--- src/rtl/core/assert_macros.svh ---
// ----------------------------------------------------------------------------
// assertion macros
// clocked concurrent checks, disabled while the active-low reset is low
// ----------------------------------------------------------------------------
`ifndef ASSERT_MACROS_SVH
`define ASSERT_MACROS_SVH

`ifndef SYNTHESIS

// property must hold at every clock edge outside reset
`define ASSERT_PROP(lbl, clk, rst_n, prop) \
    lbl: assert property (@(posedge clk) disable iff (!rst_n) (prop)) \
        else $error("%m: property check failed");

// condition must never be true at a clock edge outside reset
`define ASSERT_NEVER(lbl, clk, rst_n, cond) \
    lbl: assert property (@(posedge clk) disable iff (!rst_n) !(cond)) \
        else $error("%m: forbidden condition seen");

`else

`define ASSERT_PROP(lbl, clk, rst_n, prop)
`define ASSERT_NEVER(lbl, clk, rst_n, cond)

`endif

`endif

--- src/rtl/core/twrtc_pkg.sv ---
// ----------------------------------------------------------------------------
// twrtc_pkg
// types, codes and bcd helpers for the three-wire rtc serial master
// ----------------------------------------------------------------------------
package twrtc_pkg;

    // request codes
    localparam logic [1:0] REQ_TICK  = 2'd0;
    localparam logic [1:0] REQ_READ  = 2'd1;
    localparam logic [1:0] REQ_WRITE = 2'd2;

    // link phase codes
    localparam logic [2:0] PH_IDLE   = 3'd0;
    localparam logic [2:0] PH_CMD_HI = 3'd1;
    localparam logic [2:0] PH_CMD_LO = 3'd2;
    localparam logic [2:0] PH_WR_HI  = 3'd3;
    localparam logic [2:0] PH_WR_LO  = 3'd4;
    localparam logic [2:0] PH_RD_LO  = 3'd5;
    localparam logic [2:0] PH_RD_SMP = 3'd6;

    localparam logic [7:0] TENS_MASK = 8'h70;
    localparam logic [7:0] ONES_MASK = 8'h0F;
    localparam logic [7:0] BIT_MASK  = 8'h01;

    localparam logic [3:0] BITS_PER_BYTE = 4'd8;

    typedef struct packed {
        logic [1:0] req_type;
        logic [7:0] command_byte;
        logic [7:0] write_value;
        logic       io_in;
    } t_req;

    typedef struct packed {
        logic       enable_line;
        logic       clock_line;
        logic       io_out;
        logic       io_drive;
        logic       busy_res;
        logic       done_res;
        logic [6:0] read_value;
        logic       rejected;
    } t_res;

    typedef struct packed {
        logic [2:0] phase;
        logic [3:0] bit_count;
        logic [7:0] out_shift;
        logic [7:0] pending_data;
        logic [7:0] in_shift;
        logic       is_write;
        logic [6:0] last_read;
    } t_state;

    // decimal to bcd, saturated at 99; divide by ten via reciprocal 205/2048
    function automatic logic [7:0] f_to_bcd(input logic [7:0] v);
        logic [6:0]  sat;
        logic [14:0] prod;
        logic [3:0]  tens;
        logic [6:0]  tens_x10;
        logic [6:0]  rem;
        sat      = (v > 8'd99) ? 7'd99 : v[6:0];
        prod     = 15'(sat) * 15'd205;
        tens     = prod[14:11];
        tens_x10 = 7'({tens, 3'b000}) + 7'({tens, 1'b0});
        rem      = sat - tens_x10;
        return {tens, rem[3:0]};
    endfunction

    // bcd to decimal with tens masked to three bits
    function automatic logic [6:0] f_from_bcd(input logic [7:0] b);
        logic [7:0] tens_b;
        logic [7:0] ones_b;
        logic [2:0] tens;
        tens_b = (b & TENS_MASK) >> 4;
        ones_b = b & ONES_MASK;
        tens   = tens_b[2:0];
        return 7'({tens, 3'b000}) + 7'({tens, 1'b0}) + 7'(ones_b[3:0]);
    endfunction

endpackage

--- src/rtl/core/twrtc_if.sv ---
// ----------------------------------------------------------------------------
// twrtc_if
// valid/ready channels for request items and result items
// ----------------------------------------------------------------------------
interface twrtc_req_if import twrtc_pkg::*; ();
    logic valid;
    logic ready;
    t_req data;

    modport source (output valid, output data, input ready);
    modport sink   (input valid, input data, output ready);
endinterface

interface twrtc_res_if import twrtc_pkg::*; ();
    logic valid;
    logic ready;
    t_res data;

    modport source (output valid, output data, input ready);
    modport sink   (input valid, input data, output ready);
endinterface

--- src/rtl/core/twrtc_step.sv ---
// ----------------------------------------------------------------------------
// twrtc_step
// next-state and result logic for one request item
// ----------------------------------------------------------------------------
module twrtc_step import twrtc_pkg::*; (
    input  t_state i_state,
    input  t_req   i_req,
    output t_state o_state,
    output t_res   o_res
);

    t_state     n_state;
    logic [3:0] cnt_inc;
    logic       done;
    logic       rej;
    logic       drive;
    logic       clk_lvl;

    assign cnt_inc = i_state.bit_count + 4'd1;

    always_comb begin
        n_state = i_state;
        done    = 1'b0;
        rej     = 1'b0;
        if (i_req.req_type inside {REQ_READ, REQ_WRITE}) begin
            if (i_state.phase != PH_IDLE) begin
                rej = 1'b1;
            end else begin
                n_state.is_write     = (i_req.req_type == REQ_WRITE);
                n_state.out_shift    = i_req.command_byte;
                n_state.pending_data = f_to_bcd(i_req.write_value);
                n_state.bit_count    = 4'd0;
                n_state.phase        = PH_CMD_HI;
            end
        end else if (i_req.req_type == REQ_TICK) begin
            case (i_state.phase)
                PH_IDLE: begin
                end
                PH_CMD_HI: begin
                    n_state.phase = PH_CMD_LO;
                end
                PH_WR_HI: begin
                    n_state.phase = PH_WR_LO;
                end
                PH_CMD_LO: begin
                    n_state.out_shift = i_state.out_shift >> 1;
                    n_state.bit_count = cnt_inc;
                    if (cnt_inc < BITS_PER_BYTE) begin
                        n_state.phase = PH_CMD_HI;
                    end else if (i_state.is_write) begin
                        n_state.out_shift = i_state.pending_data;
                        n_state.bit_count = 4'd0;
                        n_state.phase     = PH_WR_HI;
                    end else begin
                        n_state.in_shift  = 8'd0;
                        n_state.bit_count = 4'd0;
                        n_state.phase     = PH_RD_SMP;
                    end
                end
                PH_WR_LO: begin
                    n_state.out_shift = i_state.out_shift >> 1;
                    n_state.bit_count = cnt_inc;
                    if (cnt_inc < BITS_PER_BYTE) begin
                        n_state.phase = PH_WR_HI;
                    end else begin
                        n_state.bit_count = 4'd0;
                        n_state.phase     = PH_IDLE;
                        done              = 1'b1;
                    end
                end
                PH_RD_LO: begin
                    n_state.phase = PH_RD_SMP;
                end
                PH_RD_SMP: begin
                    n_state.in_shift  = {i_req.io_in, i_state.in_shift[7:1]};
                    n_state.bit_count = cnt_inc;
                    if (cnt_inc < BITS_PER_BYTE) begin
                        n_state.phase = PH_RD_LO;
                    end else begin
                        n_state.last_read = f_from_bcd({i_req.io_in, i_state.in_shift[7:1]});
                        n_state.bit_count = 4'd0;
                        n_state.phase     = PH_IDLE;
                        done              = 1'b1;
                    end
                end
                default: begin
                    n_state.phase = PH_IDLE;
                end
            endcase
        end
    end

    assign drive   = (n_state.phase == PH_CMD_HI) || (n_state.phase == PH_CMD_LO) ||
                     (n_state.phase == PH_WR_HI)  || (n_state.phase == PH_WR_LO);
    assign clk_lvl = (n_state.phase == PH_CMD_LO) || (n_state.phase == PH_WR_LO) ||
                     (n_state.phase == PH_RD_LO);

    assign o_state = n_state;

    always_comb begin
        o_res.enable_line = (n_state.phase != PH_IDLE);
        o_res.clock_line  = clk_lvl;
        o_res.io_out      = drive & n_state.out_shift[0];
        o_res.io_drive    = drive;
        o_res.busy_res    = (n_state.phase != PH_IDLE);
        o_res.done_res    = done;
        o_res.read_value  = n_state.last_read;
        o_res.rejected    = rej;
    end

endmodule

--- src/rtl/core/three_wire_rtc_serial_master_core.sv ---
// ----------------------------------------------------------------------------
// three_wire_rtc_serial_master_core
// half-bit-stepped master for a three-wire rtc serial link
// ----------------------------------------------------------------------------
// usage
//   i_req carries one request item per transaction: a tick (one half bit
//   time of the link), a start read or a start write, plus the command
//   byte, the decimal write value and the sampled data line level.
//   o_res returns exactly one result item per request: enable, clock and
//   data line levels, drive enable, busy, done, last read value, rejected.
// throughput
//   a request sits in the input register and its result lands in the
//   output register when the step advances, which a stall on o_res can delay.
//   one request per cycle is sustained while o_res is not held off; the step
//   logic is a single pass from the input register to the output register.
// reset
//   i_rst_n low (synchronous) empties both registers and returns the link
//   to idle with all counters, shift registers and the read value at zero.
// stall
//   while o_res is held off the result stays put; one more request can be
//   taken into the input register, after which i_req.ready drops.
// ----------------------------------------------------------------------------
`include "assert_macros.svh"

module three_wire_rtc_serial_master_core import twrtc_pkg::*; (
    input  logic              i_clk,
    input  logic              i_rst_n,
    twrtc_req_if.sink         i_req,
    twrtc_res_if.source       o_res
);

    // input register
    logic   r_in_vld;
    t_req   r_in;

    // link state
    t_state r_state;
    t_state n_state;

    // output register
    logic   r_out_vld;
    t_res   r_res;
    t_res   n_res;

    logic   adv;

    // step the held request when the output slot is free or being drained
    assign adv         = r_in_vld && (!r_out_vld || o_res.ready);
    assign i_req.ready = !r_in_vld || adv;

    twrtc_step u_step (
        .i_state (r_state),
        .i_req   (r_in),
        .o_state (n_state),
        .o_res   (n_res)
    );

    // control state
    always_ff @(posedge i_clk) begin
        if (!i_rst_n) begin
            r_in_vld  <= 1'b0;
            r_out_vld <= 1'b0;
            r_state   <= '0;
        end else begin
            if (i_req.valid && i_req.ready) begin
                r_in_vld <= 1'b1;
            end else if (adv) begin
                r_in_vld <= 1'b0;
            end
            if (adv) begin
                r_out_vld <= 1'b1;
                r_state   <= n_state;
            end else if (o_res.ready) begin
                r_out_vld <= 1'b0;
            end
        end
    end

    // payload registers
    always_ff @(posedge i_clk) begin
        if (i_req.valid && i_req.ready) begin
            r_in <= i_req.data;
        end
        if (adv) begin
            r_res <= n_res;
        end
    end

    assign o_res.valid = r_out_vld;
    assign o_res.data  = r_res;

    // idle always leaves the bit counter cleared
    `ASSERT_NEVER(a_idle_count_clear, i_clk, i_rst_n,
        (r_state.phase == PH_IDLE) && (r_state.bit_count != 4'd0))
    // counter never holds a full byte between steps
    `ASSERT_NEVER(a_count_range, i_clk, i_rst_n, r_state.bit_count > 4'd7)
    // the ending item reports not busy
    `ASSERT_NEVER(a_done_not_busy, i_clk, i_rst_n,
        r_out_vld && r_res.done_res && r_res.busy_res)
    // a rejected request only happens mid-transaction
    `ASSERT_NEVER(a_reject_busy, i_clk, i_rst_n,
        r_out_vld && r_res.rejected && !r_res.busy_res)
    // a stepped request always yields a valid result on the next edge
    `ASSERT_PROP(a_step_result, i_clk, i_rst_n, adv |=> r_out_vld)

endmodule

--- src/flat_wrapper.sv ---
// flat-port wrapper written by rule: the top's interface ports become plain ports
module three_wire_rtc_serial_master_core_flat import twrtc_pkg::*;
  (i_clk, i_rst_n, i_req_valid, i_req_data, i_req_ready, o_res_valid, o_res_data, o_res_ready);
  twrtc_req_if i_req_i ();
  twrtc_res_if o_res_i ();
  input  logic i_clk;
  input  logic i_rst_n;
  input wire logic [$bits(i_req_i.valid)-1:0] i_req_valid;
  input wire logic [$bits(i_req_i.data)-1:0] i_req_data;
  output wire logic [$bits(i_req_i.ready)-1:0] i_req_ready;
  output wire logic [$bits(o_res_i.valid)-1:0] o_res_valid;
  output wire logic [$bits(o_res_i.data)-1:0] o_res_data;
  input wire logic [$bits(o_res_i.ready)-1:0] o_res_ready;
  assign i_req_i.valid = i_req_valid;
  assign i_req_i.data = i_req_data;
  assign i_req_ready = i_req_i.ready;
  assign o_res_valid = o_res_i.valid;
  assign o_res_data = o_res_i.data;
  assign o_res_i.ready = o_res_ready;
  three_wire_rtc_serial_master_core u_core (.i_clk(i_clk), .i_rst_n(i_rst_n), .i_req(i_req_i), .o_res(o_res_i));
endmodule
--- config.mk ---
export PLATFORM = sky130hd
export DESIGN_NAME = three_wire_rtc_serial_master_core_flat
export DESIGN_NICKNAME = d
export VERILOG_FILES = /design/src/rtl/core/twrtc_pkg.sv /design/src/rtl/core/twrtc_if.sv /design/src/rtl/core/twrtc_step.sv /design/src/rtl/core/three_wire_rtc_serial_master_core.sv /design/src/flat_wrapper.sv
export VERILOG_INCLUDE_DIRS = /design/src /design/src/rtl/core
export SDC_FILE = /design/constraint.sdc
export NUM_CORES = 1
export LEC_CHECK = 0
export ABC_AREA = 1
export BUFFER_PORTS_ARGS = -buffer_cell sky130_fd_sc_hd__buf_2
export CAP_MARGIN = 20
export CORE_MARGIN = 5
export CORE_UTILIZATION = 33
export DETAILED_ROUTE_END_ITERATION = 8
export PLACE_DENSITY = 0.49
export SYNTH_ARGS = -nofsm -noshare
export SYNTH_HDL_FRONTEND = slang
export SYNTH_SLANG_ARGS = --single-unit
--- constraint.sdc ---
create_clock -name i_clk -period 4.6 [get_ports i_clk]
set_input_delay 0.92 -clock i_clk [delete_from_list [all_inputs] [get_ports i_clk]]
set_output_delay 0.92 -clock i_clk [all_outputs]
set_load 0.02 [all_outputs]
* Word-level counts from Yosys, hierarchy flattened *
Cells that the tools add are included.

storage, ports and cells
  register bits = 73
  output and inout port bits = 16
  word-level logic and storage cells = 105

cells by class
  $add $sub $neg = 5
  multipliers = 1
  magnitude comparators = 2
  eq/ne operators = 16
  mux-type cells = 27
  bitwise logic cells = 5
  reductions and logical operators = 28

operators by type and width
  kind                                                 count
  2-to-1 mux 7 bit                                     6
  one-hot mux 8 bit (2 select lines)                   2
  2-to-1 mux 15 bit                                    2
  2-to-1 mux 8 bit                                     3
  2-to-1 mux 23 bit                                    1
  one-hot mux 3 bit (7 select lines)                   1
  == test 3 bit (second input constant)                5
  multiplier 7 x 8 -> 15 bit (second input constant)   1
  == test 3 x 2 -> 1 bit (second input constant)       4
  2-to-1 mux 12 bit                                    1
  nonzero test 3 bit                                   4
  nonzero test 2 bit                                   5
  > comparator 8 x 7 -> 1 bit (second input constant)  1
  one-hot mux 4 bit (2 select lines)                   1
  AND reduction 4 bit                                  2
  adder 6 x 4 -> 7 bit                                 1
  adder 7 x 4 -> 7 bit                                 1
  logical OR 1 bit                                     7
  == test 3 x 1 -> 1 bit (second input constant)       2
  2-to-1 mux 1 bit                                     6
  2-to-1 mux 3 bit                                     2
  inequality test 2 bit (second input constant)        3
  AND reduction 6 bit                                  1
  adder 4 x 1 -> 4 bit (second input constant)         1
  16 further kinds                                     21

* Logic depth before layout (Yosys ltp) *
Gate-level depths: netlist of run 1.

  depth after elaboration = 12
  gate-level depth with buffers = 29

* Cells and area by module *
Synthesis of run 1 repeated with hierarchy kept, for this count alone.

unflattened totals
  cell total of the unflattened synthesis = 703
  area total of the unflattened synthesis = 5260.0 um2

modules (own cells, without submodules)
  module                             instances  cells an instance  area an instance (um2)  sequential area each (um2)
  three_wire_rtc_serial_master_core  1          301                2805.2                  1811.7
  twrtc_step                         1          402                2454.9                  0.0

* Least setup slack after synthesis of run 1 *
Ideal clock, no wire load.

  path kind = reg2reg
  start point = reg u_core.r_in[3] in the netlist's numbering
  end point = reg u_core.r_state[19] in the netlist's numbering
  library setup time = 119 ps
  arrival time = 4592 ps
  slack = -112 ps
  stages on the path, launching flop included = 29
  cell sequence = edfxtp_1 nor2_1 nand2_1 nand2_1 nand2_2 or2_2 ha_1 inv_1 fa_1 inv_1 ha_1 inv_1 fa_1 inv_1 ha_1 a21oi_1 o21ai_0 a221oi_1 o21ai_0 xor2_1 ha_1 xnor2_1 inv_1 nand3_1 nand2_1 inv_1 nand3_1 nand2_1 a21oi_1

on the way
  word-level cells in the longest chain between the ends = 5

RTL lines
  what                         RTL line                                 text
  start, declared              three_wire_rtc_serial_master_core.sv:34  t_req r_in;
  start signal, assigned       three_wire_rtc_serial_master_core.sv:82  r_in <= i_req.data;
  > comparator 8 x 7 -> 1 bit  twrtc_pkg.sv:62                          sat = (v > 8'd99) ? 7'd99 : v[6:0];
  2-to-1 mux 7 bit (*)         twrtc_pkg.sv:62
  multiplier 7 x 8 -> 15 bit   twrtc_pkg.sv:63                          prod = 15'(sat) * 15'd205;
  adder 4 bit                  twrtc_pkg.sv:65                          tens_x10 = 7'({tens, 3'b000}) + 7'({tens, 1'b0});
  subtractor 4 bit (*)         twrtc_pkg.sv:66                          rem = sat - tens_x10;
  end signal, assigned         three_wire_rtc_serial_master_core.sv:72  r_state <= n_state;
  end, declared                three_wire_rtc_serial_master_core.sv:37  t_state r_state;

Mark *: on every way between the ends. The rest lies on a longest branch, timed or not.
A chain may end at the register's enable or synchronous reset.

* Worst setup path in the final report of run 1 *
  start point = reg u_core.r_in[4] in the netlist's numbering
  end point = reg u_core.r_state[19] in the netlist's numbering

The elaborated chain is that of the path after synthesis.

==> flow_summary.ini, run 1 <==
[floorplan]
die_h_um = 125
initial_core_util = 0.334
die_area_um2 = 15700
num_rows = 42
core_um2 = 13100
die_w_um = 125
ioPinCount = 39

[synth]
netlist_area_um2 = 4390
synth_mux_area_frac = 0
synth_compound_area_frac = 0.166
yosys.area.top_type_share = 0.219
synth_nets = 581
yosys.area_share.simple = 0.166
yosys.cell_types.count = 46
syn_inst = 506
synth-edff-count = 32
synth_top_family_by_area = compound AO/OA/AOI/OAI gates
synth_top_area_cell = edfxtp_1
synthArstFlopShare = 0
avgSynthCellArea_um2 = 8.68
synth-adder-area-share = 0.165
synth_top_flop_cell = dfxtp_1
ys_seq_elements = 71
synth_area_leaders = edfxtp_1 (22%), dfxtp_1 (18%), ha_1 (12%)
ys_seq_area_frac = 0.396
synth_warnings = 0
synth_xor_area_frac = 0.00797

[run_status]
status = complete, but fails checks
violations = setup timing

[placement]
dp_hpwl_um = 7530
io_buffers = 38
gp_congestion = 0.845
placed_cells = 730

[clocking]
h-tree-depth = 3
clk_pin_slew_ns = 0.06
clock_sinks = 71
cts_root_buffer = clkbuf_16
clockBufferDepth = 2
clock_latency_ns = 0.33
cts_buffers = 9
cts_tree = done

[detailed_routing]
vias_per_cell = 4.74
first_pass_iters = 4
totalWireLength_um = 10400
post-route-drc-count = 0
drt_iter0_markers = 177
antenna_left = 0
num_vias = 3710
wire_per_inst_um = 13.4

[global_routing]
grt_use_total = 0.137
grt_max_degree = 28
gr-total-overflow = 0
grt_pass1_vias = 3817
antenna_found_initial = 0
grt_pass1_wl_um = 17800

[final_layout]
final_net_count = 676
syn_to_final_growth_pct = 29.8
regArea_um2 = 1740
fin_util = 0.434
fill_cells = 1300
mostFrequentLayoutCell = inv_1
multi_input_area_um2 = 2450
drive_gt1_frac = 0.330
antenna_cells = 0
fin_cells = 782
final_cell_mix = inv_1 (75), nand2_1 (56), buf_4 (51)

[setup_path]
worstSetupPathType = register to register
required_ns = 4.79
slowest_stage = fa_1
path_common_cell = inv_2
crit_path_end_kind = register
worstPathArrival_ns = 4.85
cp-start-kind = register
slowest_delay_ns = 0.51
path_max_fanout = 3

[power]
seqPwrFrac = 0.326
pwr-share-clk = 0.306
leakage_uw = 0.00253
switching_share = 0.320
ir_drop_mv = 0.158
pwr-share-comb = 0.368
total_power_uw = 2190
p_per_area_nw_per_um2 = 384
p_int_uw = 1490
p_sw_uw = 701

[sta]
rsz0062_at_grt = true
fmax_mhz = 215
fin_crit_ns = 4.66
skew_ns = 0.00424
post-route-period-util = 1.01
layout_setup_ws_ns = -0.0581
setup-violations-final = 1
worst_pin_slew_ns = 0.955
slew_violations = 0
relSlewSlack = 0.360
hold_viol = 0

[flow_run]
maxCapViolations = 0

[min_path]
min_path_type = register to register
==> kinds of logic after synthesis <==
family / count (synthesis)
AOI/OAI and AO/OA: 118
xor gates and xnor gates: 4
adders and majority gates: 52
buffers and inverters: 109
DFF: 71
and+or+nand+nor: 152
==> cells in the mapped netlist (2+ instances only) <==
cell and number:
inv_1 82, nand2_1 67, a21oi_1 47, ha_1 42, dfxtp_1 39, edfxtp_1 32, o21ai_0 30, nor2_1 27
nand3_1 26, inv_2 15, fa_1 10, o21ai_1 8, a221oi_2 5, nand2_2 5, nand4_1 5, nor2_2 5
o21ai_2 5, o22ai_1 5, clkbuf_1 4, nor2_4 4, or2_2 4, buf_2 3, nor3_1 3, a211oi_1 2
a21o_1 2, a21oi_2 2, a31oi_1 2, a32oi_1 2, buf_4 2, nand3_2 2, o21bai_1 2, xnor2_1 2
xor2_1 2
==> repair_timing <==
| action | in CTS | in global routing |
|---|---|---|
| gates resized for setup | 33 | 18 |
| hold endpoints to repair | 0 | 0 |
| setup endpoints to repair | 2 | 5 |
| setup buffers | 33 | 5 |
| cloned | 1 | 0 |
| pin swaps | 25 | 16 |
| hold buffers | 0 | 0 |
==> flip-flops by register name, indices dropped and copies added, names as in the netlist <==
register / flops
u_core.r_in_vld: 1
u_core.r_in: 19
u_core.r_state: 37
u_core.o_res.valid: 1
u_core.o_res.data: 13
==> metrics by stage <==
stage,instance area (um^2),setup slack [ns],hold slack (ns),TNS (ns)
2_1_floorplan,4410,0.0176,0.430,0
3_3_place_gp,4910,-0.142,0.457,-0.173
3_5_place_dp,4910,-0.248,0.457,-0.335
4_1_cts,5620,-0.0131,0.467,-0.0131
5_1_grt,5700,-0.259,0.487,-0.396
6_report,5700,-0.0581,0.462,-0.0581
==> per-layer routing <==
metal	vias to the layer above	GRT usage	part of all wire	wire, um
met5	-	0	0	0
met4	0	0.0485	0.023	237
met3	18	0.0320	0.035	364
met2	59	0.244	0.50	5250
met1	1750	0.162	0.44	4600
li1	1883	-	-	-
==> critical path: cells and delay by family, from the launching register on <==
kind	cells	cell delay, ns
buffers and inverters	6	0.27
adders and majority gates	6	1.99
xor gates and xnor gates	2	0.33
and+or+nand+nor	9	0.89
AOI/OAI and AO/OA	5	0.65
DFF	1	0.38
==> power groups by stage <==
stage,Combinational [uW],Clock (uW),Sequential (uW)
global placement,590,0,726
detailed placement,602,0,727
finish,806,671,714
floorplan,409,0,733
global route,897,715,717
CTS,728,689,714
==> worst paths after layout <==
check                           slack, ns                 end               from  cells after the start
worst max-delay path                -0.06  u_core.r_state[19]     u_core.r_in[4]                     28
worst min-delay path                 0.46   u_core.r_state[9]  u_core.r_state[9]                      2
worst max register to register      -0.06  u_core.r_state[19]     u_core.r_in[4]                     28
worst min register to register       0.46   u_core.r_state[9]  u_core.r_state[9]                      2
==> area by class of cell <==
type,count,share of cell area
timing repair buffer,94,0.109
clock inverter,7,0.0112
multi-input combinational,326,0.430
clock buffer,9,0.0395
tap,176,0.0386
sequential,71,0.305
inverter,99,0.0656
No activity file was read; power rests on OpenSTA's default activity.
==> inputs of run 2 (changes only) <==
==> constraint.sdc (replaced) <==
create_clock -name i_clk -period 3.75 [get_ports i_clk]
set_input_delay 0.375 -clock i_clk [delete_from_list [all_inputs] [get_ports i_clk]]
set_output_delay 0.375 -clock i_clk [all_outputs]
set_load 0.02 [all_outputs]
==> flow_summary.ini, run 2 (synthesized netlist as in run 1, its figures left out) <==
[clocking]
clock_sinks = 71
clk_pin_slew_ns = 0.05
cts_tree = done
cts_buffers = 9
cts_root_buffer = clkbuf_16
clock_latency_ns = 0.33
clockBufferDepth = 2
h-tree-depth = 3
cts_hold_repair.buffers = 0

[final_layout]
mostFrequentLayoutCell = inv_1
fill_cells = 1305
fin_cells = 777
drive_gt1_frac = 0.329
regMostFlops = u_core.r_state
antenna_cells = 0
final_cell_mix = inv_1 (79), nand2_1 (59), buf_4 (50)
syn_to_final_growth_pct = 29.7
largest_reg_flops = 37
final_area_um2 = 5700
final_net_count = 671

[setup_path]
slowest_delay_ns = 0.49
cp-start-kind = register
required_ns = 3.94
slowest_stage = fa_1
crit_path_end_kind = register
path_max_fanout = 5
path_common_cell = inv_1
worstSetupPathType = register to register
worstPathArrival_ns = 4.69

[placement]
dpl_cell_area_um2 = 5140
io_buffers = 38
gp_congestion = 0.850
dp_hpwl_um = 7550
placed_cells = 751

[detailed_routing]
num_vias = 3636
drt_iter0_markers = 126
post-route-drc-count = 0
antenna_left = 0
totalWireLength_um = 9720
first_pass_iters = 4
vias_per_cell = 4.68
wire_per_inst_um = 12.5

[floorplan]
die_area_um2 = 15700
num_rows = 42
initial_core_util = 0.334
core_um2 = 13100
die_w_um = 125
ioPinCount = 39
die_h_um = 125

[global_routing]
gr-total-overflow = 0
grt_use_total = 0.128
grt_max_degree = 28
grt_pass1_vias = 3603
grt_pass1_wl_um = 16600
antenna_found_initial = 0

[sta]
post-route-period-util = 1.20
setup_tns_ns = -2.22
rsz0062_at_grt = true
slew_violations = 0
skew_ns = 0.00682
worst_pin_slew_ns = 0.928
fmax_mhz = 222
setup-violations-final = 7
fin_crit_ns = 4.51
layout_setup_ws_ns = -0.757
hold_viol = 0
relSlewSlack = 0.378

[power]
ir_drop_mv = 0.189
p_per_area_nw_per_um2 = 478
leakage_uw = 0.00254

[run_status]
violations = setup timing
status = complete, but fails checks

[flow_run]
maxCapViolations = 0

[min_path]
min_path_type = input port to register
[run 2: cell count changes in the layout (fill, tap and decap cells not counted), moves of 3 or more]
cell,before,now
buf_6,4,1
inv_1,75,79
nand2_1,56,59
clkinvlp_4,3,0
nor2_1,24,21
clkinv_2,0,3
inv_2,22,18
clkinv_1,4,1
nor2_2,6,9
[run 2: timing repair]
action | 4_1_cts | 5_1_grt
setup endpoints to repair | 7 | 7
buffers inserted | 7 | 5
resized for setup | 21 | 13
pin swaps | 18 | 7
[run 2: metrics by stage]
stage	total power (uW)	utilization	worst slack (ns)	hold slack (ns)
finish	2720	0.434	-0.757	0.224
global route	2930	0.434	-1.05	0.204
CTS	2690	0.426	-0.758	0.207
detailed placement	1760	0.391	-0.888	0.457
global placement	1750	0.391	-0.792	0.456
floorplan	1450	-	-0.640	0.431
[run 2: metal layers]
metal	routed length, um	vias to the layer above	track usage
met5	0	-	0
met4	128	0	0.0408
met3	296	8	0.0281
met2	4760	52	0.221
met1	4540	1697	0.158
li1	-	1879	-
[run 2: cell type report]
class	count	area, um^2	share of cell area
multi-input combinational	326	2490	0.438
sequential	71	1740	0.306
timing repair buffer	89	577	0.101
inverter	99	374	0.0656
clock buffer	12	246	0.0432
tap	176	220	0.0386
clock inverter	4	45.0	0.00790
[run 2: power breakdown]
| group | internal [uW] | switching (uW) | leakage, uW |
|---|---|---|---|
| Sequential | 858 | 17.9 | 0.000628 |
| Clock | 529 | 294 | 0.000146 |
| Combinational | 485 | 540 | 0.00176 |
| Total | 1870 | 853 | 0.00254 |
[run 2: final timing paths]
| check | startpoint | end | slack [ns] | depth (start not counted) |
|---|---|---|---|---|
| hold / removal | i_req_data[15] | u_core.r_in[15] | 0.22 | 1 |
| hold reg to reg | u_core.r_state[9] | u_core.r_state[9] | 0.46 | 2 |
| setup reg to reg | u_core.r_in[4] | u_core.r_state[19] | -0.76 | 28 |
| setup / recovery | u_core.r_in[4] | u_core.r_state[19] | -0.76 | 28 |
[run 2: critical path: cells and delay by family, from the launching register on]
family,cells,cell delay [ns]
AOI/OAI and AO/OA,5,0.62
and+or+nand+nor,9,0.79
DFF,1,0.38
adders and majority gates,6,1.96
xor gates and xnor gates,2,0.32
buffers and inverters,6,0.29
==> inputs of run 3 (changes only) <==
CORE_MARGIN = default   (was 5)
CORE_UTILIZATION = 54   (was 33)
PLACE_DENSITY = 0.76   (was 0.49)
==> flow_summary.ini, run 3 (synthesized netlist as in run 1, its figures left out) <==
[clocking]
cts_root_buffer = clkbuf_8
cts_buffers = 9
cts_hold_repair.buffers = 0
h-tree-depth = 3
clockBufferDepth = 2
clock_sinks = 71
clock_latency_ns = 0.35
clk_pin_slew_ns = 0.08
cts_tree = done

[detailed_routing]
post-route-drc-count = 0
totalWireLength_um = 10000
wire_per_inst_um = 14.4
num_vias = 3680
drt_iter0_markers = 171
vias_per_cell = 5.26
first_pass_iters = 6
antenna_left = 0

[floorplan]
die_h_um = 92.2
die_area_um2 = 8500
initial_core_util = 0.563
core_um2 = 7810
ioPinCount = 39
num_rows = 32
die_w_um = 92.2

[placement]
placed_cells = 673
dpl_cell_area_um2 = 5020
gp_congestion = 0.874
io_buffers = 38
dp_hpwl_um = 7170

[final_layout]
final_net_count = 667
regMostFlops = u_core.r_state
fin_cells = 699
syn_to_final_growth_pct = 25.4
antenna_cells = 0
largest_reg_flops = 37
drive_gt1_frac = 0.320
final_cell_mix = inv_1 (80), nand2_1 (60), buf_4 (45)
fin_util = 0.706
mostFrequentLayoutCell = inv_1
final_area_um2 = 5510

[sta]
setup-violations-final = 7
hold_viol = 0
post-route-period-util = 1.22
setup_tns_ns = -2.97
whs_ns = 0.191
worst_pin_slew_ns = 0.928
relSlewSlack = 0.378
fin_crit_ns = 4.59
layout_setup_ws_ns = -0.843
slew_violations = 0
rsz0062_at_grt = true
skew_ns = 0.0102
fmax_mhz = 218

[global_routing]
antenna_found_initial = 0
grt_pass1_vias = 3702
grt_max_degree = 28
gr-total-overflow = 0
grt_pass1_wl_um = 17000
grt_use_total = 0.252

[power]
ir_drop_mv = 0.352
leakage_uw = 0.00248
p_sw_uw = 884
pwr-share-clk = 0.257
switching_share = 0.343
p_int_uw = 1690
pwr-share-comb = 0.404
p_per_area_nw_per_um2 = 468
seqPwrFrac = 0.339

[min_path]
min-delay-start = i_req_data[15]
min_path_type = input port to register

[setup_path]
crit_path_end_kind = register
slowest_delay_ns = 0.50
crit_end = u_core.r_state[19]
reg2reg_from = u_core.r_in[3]
critPathLaunch = u_core.r_in[3]
path_max_fanout = 5
path_common_cell = inv_1
reg2reg_depth = 28
worstPathArrival_ns = 4.81
cp-start-kind = register
r2r_setup_slack_ns = -0.84
timing.rr.end = u_core.r_state[19]
required_ns = 3.97
slowest_stage = fa_1
worstSetupPathType = register to register

[flow_run]
maxCapViolations = 0

[run_status]
violations = setup timing
status = complete, but fails checks
run 3: changes by cell type in the layout (fill, tap and decap cells not counted), moves of 2 or more:
cell / previous run / this run
buf_4: 50 / 45
clkinv_2: 3 / 0
clkbuf_8: 1 / 9
nor2_2: 9 / 6
clkbuf_16: 9 / 1
nor2_1: 21 / 23
clkinv_4: 0 / 2
run 3: power groups by stage:
| stage | Combinational [uW] | Sequential (uW) | Clock, uW |
|---|---|---|---|
| global route | 1140 | 879 | 697 |
| CTS | 962 | 874 | 666 |
| finish | 1040 | 873 | 664 |
| detailed placement | 847 | 891 | 0 |
| floorplan | 552 | 899 | 0 |
| global placement | 821 | 889 | 0 |
run 3: timing repair:
action                                 CTS  global route
pin swaps                               18            10
endpoints found under the hold margin    0             0
setup endpoints to repair                7             7
gates resized for setup                 26             7
setup buffers                           11             2
run 3: layer usage:
metal / GRT usage / wire length (um) / part of all wire
met5: 0 / 0 / 0
met4: 0.0755 / 182 / 0.018
met3: 0.0439 / 370 / 0.037
met2: 0.436 / 4930 / 0.49
met1: 0.321 / 4560 / 0.45
run 3: worst min path at each step:
stage,endpoint,cells after the start,slack [ns]
2_1_floorplan,u_core.r_state[18],2,0.43
3_3_place_gp,u_core.r_state[18],2,0.44
3_5_place_dp,u_core.r_state[26],2,0.46
4_1_cts,u_core.r_in[15],1,0.19
5_1_grt,u_core.r_in[12],1,0.18
6_report,u_core.r_in[15],1,0.19
run 3: area by class of cell:
| type | instances | area, um^2 |
|---|---|---|
| inverter | 99 | 374 |
| timing repair buffer | 85 | 551 |
| clock inverter | 5 | 63.8 |
| sequential | 71 | 1740 |
| multi-input combinational | 326 | 2500 |
| clock buffer | 11 | 153 |
| tap | 102 | 128 |
| fill | 601 | 2300 |
run 3: critical path, delay by kind of cell, from the launching register on:
family / cells / cell delay [ns]
AOI/OAI and AO/OA: 5 / 0.66
xor gates and xnor gates: 2 / 0.33
adders and majority gates: 6 / 1.95
buffers and inverters: 6 / 0.27
DFF: 1 / 0.39
and+or+nand+nor: 9 / 0.85
run 3: metrics by stage:
step	total power, uW	setup slack (ns)
global placement	1710	-0.762
finish	2580	-0.843
global route	2720	-1.19
detailed placement	1740	-0.875
CTS	2500	-0.749
floorplan	1450	-0.640
